## src/rtl/dq_pkg.sv

```systemverilog
// shared widths, codes and control types for the double-ended queue
package dq_pkg;

    localparam int DEPTH_DEF      = 16;
    localparam int DATA_WIDTH_DEF = 32;

    localparam int FUNC_W   = 3;
    localparam int VALUE_W  = 32;
    localparam int POS_W    = 5;
    localparam int ITEM_W   = 32;
    localparam int OCC_W    = 5;
    localparam int STATUS_W = 2;

    typedef enum logic [FUNC_W-1:0] {
        FUNC_PUSH_BACK  = 3'd0,
        FUNC_PUSH_FRONT = 3'd1,
        FUNC_POP_BACK   = 3'd2,
        FUNC_POP_FRONT  = 3'd3,
        FUNC_READ       = 3'd4
    } t_func;

    typedef enum logic [STATUS_W-1:0] {
        STATUS_OK    = 2'd0,
        STATUS_EMPTY = 2'd1,
        STATUS_FULL  = 2'd2,
        STATUS_RANGE = 2'd3
    } t_status;

    typedef struct packed {
        logic load;
        logic take_left;
        logic take_right;
        logic sel;
    } t_cell_ctrl;

endpackage

```

## src/rtl/dq_if.sv

```systemverilog
// request and response channel interfaces of the double-ended queue
interface dq_req_if;
    logic                              valid;
    logic                              ready;
    logic [dq_pkg::FUNC_W-1:0]         func;
    logic [dq_pkg::VALUE_W-1:0]        value;
    logic signed [dq_pkg::POS_W-1:0]   position;

    modport source (output valid, output func, output value, output position, input ready);
    modport sink (input valid, input func, input value, input position, output ready);
endinterface

interface dq_rsp_if;
    logic                              valid;
    logic                              ready;
    logic [dq_pkg::ITEM_W-1:0]         item;
    logic [dq_pkg::OCC_W-1:0]          occupancy;
    logic [dq_pkg::STATUS_W-1:0]       status;

    modport source (output valid, output item, output occupancy, output status, input ready);
    modport sink (input valid, input item, input occupancy, input status, output ready);
endinterface

```

## src/rtl/dq_cell.sv

```systemverilog
// one storage cell of the shifting queue row
module dq_cell #(
    parameter int DATA_WIDTH = dq_pkg::DATA_WIDTH_DEF
) (
    input  logic                  i_clk,
    input  dq_pkg::t_cell_ctrl    i_ctrl,
    input  logic [DATA_WIDTH-1:0] i_value,
    input  logic [DATA_WIDTH-1:0] i_left,
    input  logic [DATA_WIDTH-1:0] i_right,
    output logic [DATA_WIDTH-1:0] o_data,
    output logic [DATA_WIDTH-1:0] o_tap
);

    logic [DATA_WIDTH-1:0] r_data;
    logic [DATA_WIDTH-1:0] n_data;

    always_comb begin
        n_data = r_data;
        if (i_ctrl.load) begin
            n_data = i_value;
        end else if (i_ctrl.take_left) begin
            n_data = i_left;
        end else if (i_ctrl.take_right) begin
            n_data = i_right;
        end
    end

    always_ff @(posedge i_clk) begin
        r_data <= n_data;
    end

    assign o_data = r_data;
    assign o_tap  = i_ctrl.sel ? r_data : '0;

endmodule

```

## src/rtl/double_ended_queue.sv

```systemverilog
// double-ended queue top level: row of shifting cells, count and response register
// response beat is registered at accept; throughput: one request per cycle while the
// response is not stalled; every operation settles in a single pass of the cell row
// response register is freed in the cycle its beat is taken, so no bubble under flow
// reset clears the count and the response valid; cell contents are not reset
module double_ended_queue #(
    parameter int DEPTH      = dq_pkg::DEPTH_DEF,
    parameter int DATA_WIDTH = dq_pkg::DATA_WIDTH_DEF
) (
    input  logic     i_clk,
    input  logic     i_rst_n,
    dq_req_if.sink   i_req,
    dq_rsp_if.source o_rsp
);

    localparam int CW  = $clog2(DEPTH + 1);
    localparam int AW0 = (CW > 6) ? CW : 6;
    localparam int AW  = AW0 + 1;

    logic [CW-1:0]                  r_count;
    logic [CW-1:0]                  n_count;
    logic                           r_valid;
    logic [dq_pkg::ITEM_W-1:0]      r_item;
    logic [dq_pkg::OCC_W-1:0]       r_occ;
    dq_pkg::t_status                r_status;
    dq_pkg::t_status                n_status;

    logic                           accept;
    logic                           add_back;
    logic                           add_front;
    logic                           take_front;
    logic                           sel_en;
    logic [AW-1:0]                  target;
    logic [AW-1:0]                  count_ext;
    logic [AW-1:0]                  mag;
    logic [DATA_WIDTH-1:0]          value_dw;
    logic [DATA_WIDTH-1:0]          rd_data;

    logic [DATA_WIDTH-1:0]          cell_data [DEPTH];
    logic [DATA_WIDTH-1:0]          cell_tap  [DEPTH];
    dq_pkg::t_cell_ctrl             cell_ctrl [DEPTH];

    assign accept    = i_req.valid && i_req.ready;
    assign i_req.ready = i_rst_n && (!r_valid || o_rsp.ready);
    assign count_ext = AW'(r_count);
    assign value_dw  = DATA_WIDTH'(i_req.value);
    assign mag       = AW'(7'd32 - {2'b00, i_req.position});

    always_comb begin
        n_count    = r_count;
        n_status   = dq_pkg::STATUS_OK;
        add_back   = 1'b0;
        add_front  = 1'b0;
        take_front = 1'b0;
        sel_en     = 1'b0;
        target     = '0;
        case (dq_pkg::t_func'(i_req.func))
            dq_pkg::FUNC_PUSH_BACK: begin
                if (r_count == CW'(DEPTH)) begin
                    n_status = dq_pkg::STATUS_FULL;
                end else begin
                    add_back = 1'b1;
                    n_count  = r_count + 1'b1;
                end
            end
            dq_pkg::FUNC_PUSH_FRONT: begin
                if (r_count == CW'(DEPTH)) begin
                    n_status = dq_pkg::STATUS_FULL;
                end else begin
                    add_front = 1'b1;
                    n_count   = r_count + 1'b1;
                end
            end
            dq_pkg::FUNC_POP_BACK: begin
                if (r_count == '0) begin
                    n_status = dq_pkg::STATUS_EMPTY;
                end else begin
                    sel_en  = 1'b1;
                    target  = count_ext - 1'b1;
                    n_count = r_count - 1'b1;
                end
            end
            dq_pkg::FUNC_POP_FRONT: begin
                if (r_count == '0) begin
                    n_status = dq_pkg::STATUS_EMPTY;
                end else begin
                    sel_en     = 1'b1;
                    take_front = 1'b1;
                    n_count    = r_count - 1'b1;
                end
            end
            dq_pkg::FUNC_READ: begin
                if (!i_req.position[dq_pkg::POS_W-1]) begin
                    if (AW'(i_req.position[dq_pkg::POS_W-2:0]) >= count_ext) begin
                        n_status = dq_pkg::STATUS_RANGE;
                    end else begin
                        sel_en = 1'b1;
                        target = AW'(i_req.position[dq_pkg::POS_W-2:0]);
                    end
                end else begin
                    if (mag > count_ext) begin
                        n_status = dq_pkg::STATUS_RANGE;
                    end else begin
                        sel_en = 1'b1;
                        target = count_ext - mag;
                    end
                end
            end
            default: begin
                n_count = r_count;
            end
        endcase
    end

    genvar gi;
    generate
        for (gi = 0; gi < DEPTH; gi++) begin : g_cell
            logic [DATA_WIDTH-1:0] left;
            logic [DATA_WIDTH-1:0] right;

            if (gi == 0) begin : g_first
                assign left = '0;
            end else begin : g_mid_l
                assign left = cell_data[gi-1];
            end
            if (gi == DEPTH - 1) begin : g_last
                assign right = '0;
            end else begin : g_mid_r
                assign right = cell_data[gi+1];
            end

            assign cell_ctrl[gi].load = accept &&
                ((add_back && count_ext == AW'(gi)) || (add_front && gi == 0));
            assign cell_ctrl[gi].take_left  = accept && add_front && gi != 0;
            assign cell_ctrl[gi].take_right = accept && take_front;
            assign cell_ctrl[gi].sel        = sel_en && target == AW'(gi);

            dq_cell #(
                .DATA_WIDTH(DATA_WIDTH)
            ) u_cell (
                .i_clk  (i_clk),
                .i_ctrl (cell_ctrl[gi]),
                .i_value(value_dw),
                .i_left (left),
                .i_right(right),
                .o_data (cell_data[gi]),
                .o_tap  (cell_tap[gi])
            );
        end
    endgenerate

    // taps are zero except at the selected cell
    always_comb begin
        rd_data = '0;
        for (int k = 0; k < DEPTH; k++) begin
            rd_data = rd_data | cell_tap[k];
        end
    end

    always_ff @(posedge i_clk) begin
        if (!i_rst_n) begin
            r_count <= '0;
            r_valid <= 1'b0;
        end else begin
            if (accept) begin
                r_count <= n_count;
                r_valid <= 1'b1;
            end else if (o_rsp.ready) begin
                r_valid <= 1'b0;
            end
        end
        if (accept) begin
            r_item   <= dq_pkg::ITEM_W'(rd_data);
            r_occ    <= dq_pkg::OCC_W'(n_count);
            r_status <= n_status;
        end
    end

    assign o_rsp.valid     = r_valid;
    assign o_rsp.item      = r_item;
    assign o_rsp.occupancy = r_occ;
    assign o_rsp.status    = r_status;

endmodule

```

## src/flat_wrapper.sv

```systemverilog
// flat-port wrapper written by rule: the top's interface ports become plain ports
module double_ended_queue_flat 
#(
    parameter int DEPTH      = dq_pkg::DEPTH_DEF,
    parameter int DATA_WIDTH = dq_pkg::DATA_WIDTH_DEF
)
  (i_clk, i_rst_n, i_req_valid, i_req_func, i_req_value, i_req_position, i_req_ready, o_rsp_valid, o_rsp_item, o_rsp_occupancy, o_rsp_status, o_rsp_ready);
  dq_req_if i_req_i ();
  dq_rsp_if o_rsp_i ();
  input  logic i_clk;
  input  logic i_rst_n;
  input wire logic [$bits(i_req_i.valid)-1:0] i_req_valid;
  input wire logic [$bits(i_req_i.func)-1:0] i_req_func;
  input wire logic [$bits(i_req_i.value)-1:0] i_req_value;
  input wire logic [$bits(i_req_i.position)-1:0] i_req_position;
  output wire logic [$bits(i_req_i.ready)-1:0] i_req_ready;
  output wire logic [$bits(o_rsp_i.valid)-1:0] o_rsp_valid;
  output wire logic [$bits(o_rsp_i.item)-1:0] o_rsp_item;
  output wire logic [$bits(o_rsp_i.occupancy)-1:0] o_rsp_occupancy;
  output wire logic [$bits(o_rsp_i.status)-1:0] o_rsp_status;
  input wire logic [$bits(o_rsp_i.ready)-1:0] o_rsp_ready;
  assign i_req_i.valid = i_req_valid;
  assign i_req_i.func = i_req_func;
  assign i_req_i.value = i_req_value;
  assign i_req_i.position = i_req_position;
  assign i_req_ready = i_req_i.ready;
  assign o_rsp_valid = o_rsp_i.valid;
  assign o_rsp_item = o_rsp_i.item;
  assign o_rsp_occupancy = o_rsp_i.occupancy;
  assign o_rsp_status = o_rsp_i.status;
  assign o_rsp_i.ready = o_rsp_ready;
  double_ended_queue #(.DEPTH(DEPTH), .DATA_WIDTH(DATA_WIDTH)) u_core (.i_clk(i_clk), .i_rst_n(i_rst_n), .i_req(i_req_i), .o_rsp(o_rsp_i));
endmodule
```

## config.mk

```make
export PLATFORM = sky130hd
export DESIGN_NAME = double_ended_queue_flat
export DESIGN_NICKNAME = d
export VERILOG_FILES = /design/src/rtl/dq_pkg.sv /design/src/rtl/dq_if.sv /design/src/rtl/dq_cell.sv /design/src/rtl/double_ended_queue.sv /design/src/flat_wrapper.sv
export SDC_FILE = /design/constraint.sdc
export NUM_CORES = 1
export LEC_CHECK = 0
export BUFFER_PORTS_ARGS = -buffer_cell sky130_fd_sc_hd__clkbuf_2
export CAP_MARGIN = 20
export CORE_MARGIN = 2
export CORE_UTILIZATION = 40
export DETAILED_ROUTE_END_ITERATION = 16
export PLACE_DENSITY = 0.61
export SKIP_CTS_REPAIR_TIMING = 1
export SLEW_MARGIN = 10
export SYNTH_ARGS = -nofsm -noshare
export SYNTH_HDL_FRONTEND = slang
export SYNTH_SLANG_ARGS = --single-unit
```

## constraint.sdc

```tcl
create_clock -name i_clk -period 13.8 [get_ports i_clk]
set_input_delay 1.38 -clock i_clk [delete_from_list [all_inputs] [get_ports i_clk]]
set_output_delay 1.38 -clock i_clk [all_outputs]
set_load 0.005 [all_outputs]
```

# ---- Yosys cells after proc, flatten, opt, wreduce, memory -nomap -nowiden
# Cells that the tools add are included.
dict set report op_classes {
  add_sub_neg 5
  multipliers 0
  n_div 0
  n_lt_le_gt_ge 2
  n_eq_ne 35
  shift 0
  mux 88
  bitwise 15
  n_reduce_logical 78
}
# op count
set ops {}
lappend ops {{$mux W32} 63}
lappend ops {{$or A32 B32 Y32} 15}
lappend ops {{$eq A7 B4 Y1 const B} 8}
lappend ops {{$logic_and A1 B1 Y1} 52}
lappend ops {{$reduce_bool A3 Y1} 15}
lappend ops {{$eq A5 B4 Y1 const B} 8}
lappend ops {{$eq A7 B3 Y1 const B} 4}
lappend ops {{$mux W7} 3}
lappend ops {{$eq A5 B3 Y1 const B} 4}
lappend ops {{$eq A7 B2 Y1 const B} 2}
lappend ops {{$logic_not A7 Y1} 2}
lappend ops {{$pmux W7 S2} 1}
lappend ops {{$mux W1} 11}
lappend ops {{$eq A5 B2 Y1 const B} 2}
lappend ops {{$mux W5} 2}
lappend ops {{$pmux W5 S2} 1}
lappend ops {{$mux W2} 4}
lappend ops {{$eq A7 B1 Y1 const B} 1}
lappend ops {{$gt A7 B5 Y1} 1}
lappend ops {{$sub A5 B7 Y7} 1}
lappend ops {{$sub A6 B5 Y7 const A} 1}
lappend ops {{$eq A3 B2 Y1 const B} 2}
lappend ops {{$pmux W2 S3} 1}
lappend ops {{$sub A5 B1 Y6 const B} 1}
lappend ops {{other kinds (15)} 18}
dict set report totals {
  register_bits 557
  latchBits 0
  mem_bits_rw 0
  mem_bits_ro 0
  inputBits 44
  out_inout_bits 41
  elab_cells 244
  n_memories 0
}

# ---- Logic depth before layout (Yosys ltp)
# Gate-level depths: netlist of run 1.
dict set report logic_depth {
  word_depth 23
  depth_mapped 16
  ltp_nobuf 13
}

# ---- Cells and area by module
# Synthesis of run 1 repeated with hierarchy kept, for this count alone.
dict set report hier_totals {
  hier_cells 3217
  area_unflattened_um2 33923.8
}
# mod n_inst cells_per_inst area_per_inst_um2
set by_module_without_submodules {}
lappend by_module_without_submodules {dq_cell 16 175 1884.3}
lappend by_module_without_submodules {double_ended_queue 1 417 3774.9}

# ---- Least setup slack after synthesis of run 1
# Ideal clock, no wire load.
dict set report synth_path {
  path_kind {input -> register}
  startpoint {input o_rsp_ready}
  endpoint {register u_core.g_cell[11].u_cell.r_data[0] (enable)}
  setup_ps 466
  arrival_ps 5785
  required_time_ps 13334
  setup_slack_ps 7549
  stages 7
  cell_sequence {nand2b_1 -> and2_1 -> nand2_1 -> inv_1 -> clkbuf_1 -> nand2_1 -> o21ai_0}
}
dict set report synth_via {
  elab_chain_cells 5
  word_cells_on_any_way 7
}
# element line
set synth_rtl {}
lappend synth_rtl {{from (decl)} flat_wrapper.sv:21} ;# input wire logic [$bits(o_rsp_i.ready)-1:0] o_rsp_ready;
lappend synth_rtl {{$logic_or A1 B1 Y1 (*)} double_ended_queue.sv:44} ;# assign i_req.ready = i_rst_n && (!r_valid || o_rsp.ready);
lappend synth_rtl {{$logic_and A1 B1 Y1 (*)} double_ended_queue.sv:44}
lappend synth_rtl {{named net i_req_ready} flat_wrapper.sv:16} ;# output wire logic [$bits(i_req_i.ready)-1:0] i_req_ready;
lappend synth_rtl {{$logic_and A1 B1 Y1 (*)} double_ended_queue.sv:43} ;# assign accept = i_req.valid && i_req.ready;
lappend synth_rtl {{named net u_core.accept} double_ended_queue.sv:28} ;# logic accept;
lappend synth_rtl {{$logic_and A1 B1 Y1 (on tied branches)} n/a}
lappend synth_rtl {{$reduce_bool A3 Y1 (no source line) (*)} n/a}
lappend synth_rtl {{to (signal assigned)} dq_cell.sv:29} ;# r_data <= n_data;
lappend synth_rtl {{to (decl)} dq_cell.sv:14} ;# logic [DATA_WIDTH-1:0] r_data;
# The timed path passes the listed nets; every way through them passes the cells marked *.
# A chain may end at the register's enable or synchronous reset.

# ---- Worst setup path after layout of run 1
dict set report layout_path {
  startpoint {input i_req_position[0]}
  endpoint {register u_core.r_item (netlist bit u_core.o_rsp.item[18]), data pin}
}
dict set report layout_via {
  elab_chain_cells 23
  word_cells_on_any_way 75
}
# element line
set layout_rtl {}
lappend layout_rtl {{from (decl)} flat_wrapper.sv:15} ;# input wire logic [$bits(i_req_i.position)-1:0] i_req_position;
lappend layout_rtl {{$sub A6 B5 Y7} double_ended_queue.sv:47} ;# assign mag = AW'(7'd32 - {2'b00, i_req.position});
lappend layout_rtl {{$sub A5 B7 Y7 or $gt A7 B5 Y1 (tied branches)} {double_ended_queue.sv:105, double_ended_queue.sv:101}}
lappend layout_rtl {{$mux W7} double_ended_queue.sv:101} ;# if (mag > count_ext) begin
lappend layout_rtl {{$mux W7} double_ended_queue.sv:93} ;# if (!i_req.position[dq_pkg::POS_W-1]) begin
lappend layout_rtl {{$pmux W7 S2} double_ended_queue.sv:57} ;# case (dq_pkg::t_func'(i_req.func))
lappend layout_rtl {{$eq A7 B1 Y1 or $logic_not A7 Y1 (tied branches)} double_ended_queue.sv:136} ;# assign cell_ctrl[gi].sel = sel_en && target == AW'(gi);
lappend layout_rtl {{$logic_and A1 B1 Y1} double_ended_queue.sv:136}
lappend layout_rtl {{$mux W32} dq_cell.sv:33} ;# assign o_tap = i_ctrl.sel ? r_data : '0;
lappend layout_rtl {{$or A32 B32 Y32 (14 in a row)} double_ended_queue.sv:156} ;# rd_data = rd_data | cell_tap[k];
lappend layout_rtl {{$or A32 B32 Y32 (*)} double_ended_queue.sv:156}
lappend layout_rtl {{named net u_core.rd_data[18]} double_ended_queue.sv:37} ;# logic [DATA_WIDTH-1:0] rd_data;
lappend layout_rtl {{to (signal assigned)} double_ended_queue.sv:173} ;# r_item <= dq_pkg::ITEM_W'(rd_data);
lappend layout_rtl {{to (decl)} double_ended_queue.sv:23} ;# logic [dq_pkg::ITEM_W-1:0] r_item;
# Marks and branches as above.

==> run summary, run 1 <==
Post-DP HPWL: 63.5 mm
Unrepaired setup endpoints after global routing: false
Crit path capture type: flop
Core area: 0.0787 sq mm
Root buf cell: clkbuf_16
Hold Path Cell Cnt: 2
Total power: 0.00394 W
CTS tree: done
DIE WIDTH: 285 um
Post-synthesis mux area share: 14.5%
Worst-Margin Slew: 1.22 ns
WL final: 118 mm
Largest net degree at the start of global routing: 159
Mapped Area: 0.0317 sq mm
Number of H-tree levels: 3
Grt total ovfl: 0
Largest family of logic cells by synthesized area: compound AO/OA/AOI/OAI gates
Async S/R FF share, synth: 0%
Met3 global-route usage: 5.49%
Global-route wire length before repair: 170 mm
Die H: 285 um
Worst Path Max Fanout: 49
Cell Rows: 103
Most common cell after layout, fill and taps aside: nand2_1
Register-to-register setup slack: 8.54 ns
Die ar.: 0.0815 sq mm
Clock Path Buffers: 3
Register bit total from synthesis: 557
Post-Synth XOR/XNOR Area: 0.193%
Min Tclk post-route: 5.70 ns
Slew headroom: 18.5%
Port Buf Inserts: 84
FILL cells: 7374
Synthesized net count: 3203
Final core utilization: 44.8%
Setup TNS: 0 ns
Via count: 26200
Final ANT Viol Nets: 0
Ys flop type: edfxtp_1
F_max: 175 MHz
Routability cong.: 0.853
Worst Path Arrival: 6.17 ns
Initial Utilization: 40.3%
First-iteration detailed-routing DRC count: 3942
Share of the clock period used by the worst path: 41.3%
Overall Global Routing Usage: 28.1%
Final setup violation count: 0
Post-synth EDFFs: 551
Sequential share of the synthesized area: 52.6%
Sink Count: 557
Leakage: 14.0 nW
Fin. Hold Viols: 0
Distinct cell type count after synthesis: 66
Synth Area in Compound Gates: 14.7%
DRT Pass-1 Iters: 8
Final clock skew: 0.0185 ns
Vias in the first global route: 24600
Layer carrying the most global-route usage: met2
Synth warnings: 0
Startpoint Class: input pin
Crit Path Class: input pin to flop
Pwr dens: 111 mW/mm^2
Synth Area in Adders: 0.734%
Clk_lat worst skew: 0.63 ns
Most frequent cells in the layout: nand2_1 (690), edfxtp_1 (551), mux2i_1 (423)
WP data required: 14.27 ns
Layout cells sized above 1: 10.6%
Syn avg cell area: 10.1 sq um
Via density: 6.26
Peak supply drop: 0.0000749 V
Max cap viols: 0
Final Slew Violations: 0
Cts bufs inserted: 66
Layout Nets: 3149
Placed Area: 0.0332 sq mm
Met2 Use GR: 43.6%
DRC: 0
Wire length per cell: 28.2 um
Post-route cell area: 0.0353 sq mm
Number of cells on the worst reg-to-reg path: 12
Initial antenna violation count: 2
Simple-gate share of the synthesized area: 13.6%
# IOs: 85
CP max stage delay: 0.95 ns
Area Growth Syn to Fin: 11.4%
Worst min path class: flop to flop
Met1 usage: 39.4%
Status: finished clean
Syn Inst Count: 3141
Crit-path slowest cell: nand4_4
Crit path cell chain: clkbuf_2 > inv_1 > ha_1 > nor3b_1 > xor2_1 > ha_1 > a21oi_1 > nand2_1 > o21a_1 > a221oi_4 > buf_4 > buf_4 > nand4_4 > o22ai_1 > a2111oi_0 > nand3_1
Worst-path clk slew: 0.06 ns
cell type report:
type | instances | area, sq um | share of cell area, %
Sequential cell | 557 | 16700 | 47.2
Multi-Input combinational cell | 2294 | 14200 | 40.4
Clock buffer | 84 | 1800 | 5.10
Tap cell | 1050 | 1310 | 3.72
Timing Repair Buffer | 145 | 931 | 2.64
Clock inverter | 31 | 258 | 0.730
Inverter | 23 | 86.3 | 0.245
Antenna cell | 1 | 2.50 | 0.00709
kinds of logic (layout without fill, tap and decap cells):
group,after synthesis,in the layout
AO/OA/AOI/OAI,775,775
adder cells (fa/ha/maj),18,18
XOR/XNOR,7,7
multiplexers,455,455
other,0,1
buffers and inverters,290,283
flip-flops,557,557
AND/OR/NAND/NOR,1039,1039
report_power, final:
part | switching [W] | internal, W | total [W]
clock network | 0.000740 | 0.000982 | 0.00172
logic | 0.000206 | 0.0000899 | 0.000296
registers | 0.0000296 | 0.00189 | 0.00192
total | 0.000976 | 0.00296 | 0.00394
critical path: cells and delay by family:
family,cells,cell delay (ns)
adder cells (fa/ha/maj),2,0.48
AO/OA/AOI/OAI,5,1.36
XOR/XNOR,1,0.19
AND/OR/NAND/NOR,4,1.39
buffers and inverters,4,1.33
final timing paths:
check	startpoint	end
worst min register to register	u_core.o_rsp.valid$_SDFFE_PN0P_	u_core.o_rsp.valid$_SDFFE_PN0P_
worst max-delay path	i_req_position[0]	u_core.o_rsp.item[18]$_DFFE_PP_
worst max register to register	u_core.r_count[0]$_SDFFE_PN0P_	u_core.o_rsp.item[18]$_DFFE_PP_
worst min-delay path	u_core.o_rsp.valid$_SDFFE_PN0P_	u_core.o_rsp.valid$_SDFFE_PN0P_
flip-flops by register name, summed over array words and instances, names as in the netlist:
| name | count |
|---|---|
| u_core.r_count | 5 |
| u_core.o_rsp.occupancy | 5 |
| u_core.g_cell.u_cell.o_data | 512 |
| u_core.o_rsp.item | 32 |
| u_core.o_rsp.valid | 1 |
| u_core.o_rsp.status | 2 |
cells in the mapped netlist (5+ instances only):
cell type	count	share of area [%]
a211oi_1	17	0.40
nor2_1	146	1.7
a2111oi_0	35	0.97
buf_2	27	0.43
nor3_1	20	0.32
nand4_1	10	0.20
buf_1	12	0.14
inv_1	23	0.27
nor2b_1	5	0.099
a31oi_1	98	1.9
clkbuf_1	222	2.6
o22ai_1	47	0.93
edfxtp_1	551	52
mux2_2	32	1.1
and3_1	54	1.1
a21oi_1	99	1.6
dfxtp_1	6	0.38
nand3_1	75	1.2
a22o_1	46	1.3
o21ai_0	367	5.8
a21o_1	5	0.12
a22oi_1	9	0.21
ha_1	17	0.67
nand2b_1	6	0.12
a221oi_1	21	0.58
mux2i_1	423	13
nand2_1	696	8.2
per-layer routing:
layer	vias to the layer above	part of all wire [%]
li1	11500	-
met1	12700	41
met2	1759	45
met3	251	11
met4	2	3.3
met5	-	0.0059
through the flow:
stage               hold WS, ns  worst slack (ns)  std cells
CTS                       0.509              8.25       4182
floorplan                 0.488              7.55       3141
finish                    0.507              8.10       4185
global placement          0.496              7.72       4067
global route              0.546              7.89       4184
detailed placement        0.500              7.62       4067
Power figures use the tool's default switching activity.
==> run 2: changes to the inputs <==
==> constraint.sdc (replaced) <==
create_clock -name i_clk -period 5.7 [get_ports i_clk]
set_input_delay 0.57 -clock i_clk [delete_from_list [all_inputs] [get_ports i_clk]]
set_output_delay 0.57 -clock i_clk [all_outputs]
set_load 0.005 [all_outputs]
==> run 2 against run 1 <==
Clock power grew 140%. Register-to-register slack worse by 7.4 ns. Non-clock buffer count is 17 higher. Cell count rose by 0.36%. Total power increased by 140%. Final area grew 1.2%. Worst hold slack lost 0.30 ns. Largest power group unchanged. Wire length increased by 0.80%. Sequential power is 140% higher. Critical endpoint is now u_core.o_rsp.item[5]$_DFFE_PP_. Global-route usage is 0.27 points higher. Critical path type is now flop to flop.
==> run summary, run 2 (synthesized netlist as in run 1, its figures left out) <==
Status: finished clean
Root buf cell: clkbuf_16
CTS tree: done
FILL cells: 7251 (-1.7%)
Layout cells sized above 1: 10.9% (+0.27 points)
Placement Setup Slack: 0.781 ns (-6.84 ns)
DIE WIDTH: 285 um (unchanged)
Most frequent cells in the layout: nand2_1 (690), edfxtp_1 (551), mux2i_1 (423)
Overall Global Routing Usage: 28.4% (+0.27 points)
WHS Endpoint: u_core.o_rsp.valid$_SDFFE_PN0P_
Clock power share: 43.9% (about the same)
Sequential Power Share: 48.5% (-0.2 points)
WP data required: 6.19 ns (-8.08 ns)
Share of the clock period used by the worst path: 79.6%
Switch share: 24.8% (about the same)
Worst Path Arrival: 5.02 ns (-1.15 ns)
Vias in the first global route: 25000 (+1.6%)
Post-DP HPWL: 69.1 mm (+8.9%)
Cts bufs inserted: 66 (unchanged)
Min Tclk post-route: 4.54 ns
Global-route wire length before repair: 172 mm (+1.1%)
Slew headroom: 20.1% (+1.6 points)
Die H: 285 um (unchanged)
F_max: 220 MHz
CP max stage delay: 0.64 ns (-0.31 ns)
Crit path capture type: flop
Pwr dens: 268 mW/mm^2 (+140%)
Fin. Hold Viols: 0 (unchanged)
Final setup margin: 1.16 ns (-6.94 ns)
Crit path top cell by count: ha_1
Most common cell after layout, fill and taps aside: nand2_1
Via density: 6.33 (+1.1%)
Routability cong.: 0.892 (+4.6%)
Setup TNS: 0 ns (unchanged)
Total power: 0.00956 W (+140%)
Post-route insts no fill: 4200 (+0.36%)
Final clock skew: 0.0219 ns (+0.00347 ns)
Final ANT Viol Nets: 0 (unchanged)
DRC: 0 (unchanged)
Sink Count: 557 (unchanged)
WL final: 119 mm (+0.80%)
Crit path cell chain: inv_1 > ha_1 > or4b_1 > ha_1 > and2_1 > a221oi_4 > nand4_2 > nor2_4 > buf_12 > a22oi_1 > nand4_1
Final Slew Violations: 0 (unchanged)
# IOs: 85 (unchanged)
Peak supply drop: 0.000170 V (+130%)
Largest net degree at the start of global routing: 138 (-13%)
Layout Nets: 3166 (+0.54%)
Initial Utilization: 40.3% (unchanged)
Startpoint Class: flop
First-iteration detailed-routing DRC count: 3889 (-1.3%)
Unrepaired setup endpoints after global routing: false
Number of cells on the worst reg-to-reg path: 11 (-1)
Worst min path class: input pin to flop
Number of flip-flops in the largest register: 512 (unchanged)
Leakage: 14.1 nW (+0.85%)
Hold path startpoint: i_req_valid
Power share of the combinational group: 7.6% (about the same)
Worst-Margin Slew: 1.20 ns (-0.0263 ns)
Post-Place Cells: 4085 (+0.44%)
Clk_lat worst skew: 0.63 ns (about the same)
Cell Rows: 103 (unchanged)
Wire length per cell: 28.3 um (+0.44%)
Clock Path Buffers: 3 (unchanged)
Number of H-tree levels: 3 (unchanged)
Grt total ovfl: 0 (unchanged)
Port Buf Inserts: 84 (unchanged)
DRT Pass-1 Iters: 6 (-2)
Crit-path slowest cell: a221oi_4
R2r startpoint: u_core.r_count[0]$_SDFFE_PN0P_
Via count: 26600 (+1.4%)
FF-to-FF End: u_core.o_rsp.item[5]$_DFFE_PP_
Crit Path Class: flop to flop
Final setup violation count: 0 (unchanged)
Die ar.: 0.0815 sq mm (unchanged)
Register-to-register setup slack: 1.16 ns (-7.38 ns)
Area Growth Syn to Fin: 12.7%
NetSw: 0.00237 W (+140%)
P_int: 0.00719 W (+140%)
Initial antenna violation count: 2 (unchanged)
Worst Path Max Fanout: 15 (-69%)
Core area: 0.0787 sq mm (unchanged)
Worst-path clk slew: 0.06 ns (about the same)
Hold Path Cell Cnt: 3 (+1)
Max cap viols: 0 (unchanged)
## run 2: changes by cell type in the layout (fill, tap and decap cells not counted), sizes merged
cell / previous run / this run
clkinv: 23 / 19
buf: 61 / 78
diode: 1 / 2
bufinv: 3 / 5
inv: 27 / 28
clkbuf: 168 / 166
## run 2: critical path, delay by kind of cell, from the launching register on
kind                       cells  cell delay [ns]
and+or+nand+nor                5             2.13
AOI/OAI and AO/OA              2             0.75
buffers and inverters          2             0.56
adders and majority gates      2             0.51
DFF                            1             0.43
## run 2: power by group through the flow
stage                     Sequential [W]  Combinational [W]  Clock, W
after floorplan                  0.00469           0.000425         0
after global placement           0.00473           0.000698         0
after detailed placement         0.00472           0.000705         0
after CTS                        0.00464           0.000707   0.00422
after global routing             0.00465           0.000768   0.00436
final                            0.00464           0.000726   0.00419
## run 2: cell type report
type	instances	area, sq um	area share, %
Antenna cell	2	5.00	0.0140
Timing Repair Buffer	162	1350	3.78
Sequential cell	557	16700	46.7
Inverter	23	86.3	0.242
Clock buffer	82	1740	4.88
Multi-Input combinational cell	2294	14200	39.9
Tap cell	1050	1310	3.68
Clock inverter	30	303	0.848
## run 2: how the worst max path moves through the flow
stage / to / start / slack [ns] / cells after the start
after floorplan: u_core.g_cell[11].u_cell.o_data[0]$_DFFE_PP_ / o_rsp_ready / 0.26 / 7
after global placement: u_core.o_rsp.item[5]$_DFFE_PP_ / i_req_position[0] / 0.84 / 15
after detailed placement: u_core.o_rsp.item[16]$_DFFE_PP_ / i_req_position[0] / 0.78 / 15
after CTS: u_core.o_rsp.item[16]$_DFFE_PP_ / u_core.r_count[0]$_SDFFE_PN0P_ / 1.21 / 11
after global routing: u_core.o_rsp.item[16]$_DFFE_PP_ / u_core.r_count[0]$_SDFFE_PN0P_ / 0.95 / 11
final: u_core.o_rsp.item[5]$_DFFE_PP_ / u_core.r_count[0]$_SDFFE_PN0P_ / 1.16 / 11
## run 2: routing by layer
| metal | wire, um | up-vias | part of all wire (%) | GRT usage, % |
|---|---|---|---|---|
| li1 | - | 11600 | - | - |
| met3 | 14000 | 276 | 12 | 5.95 |
| met2 | 51400 | 1817 | 43 | 42.2 |
| met1 | 49200 | 12900 | 41 | 40.6 |
| met4 | 4260 | 0 | 3.6 | 11.1 |
| met5 | 0 | - | 0 | 0 |
## run 2: metrics by stage
| step | instance area (sq um) | hold slack [ns] | utilization [%] |
|---|---|---|---|
| after floorplan | 31700 | 0.488 | - |
| after global placement | 33600 | 0.503 | 42.7 |
| after CTS | 35700 | 0.187 | 45.3 |
| final | 35700 | 0.202 | 45.4 |
| after global routing | 35700 | 0.209 | 45.4 |
| after detailed placement | 33600 | 0.513 | 42.7 |
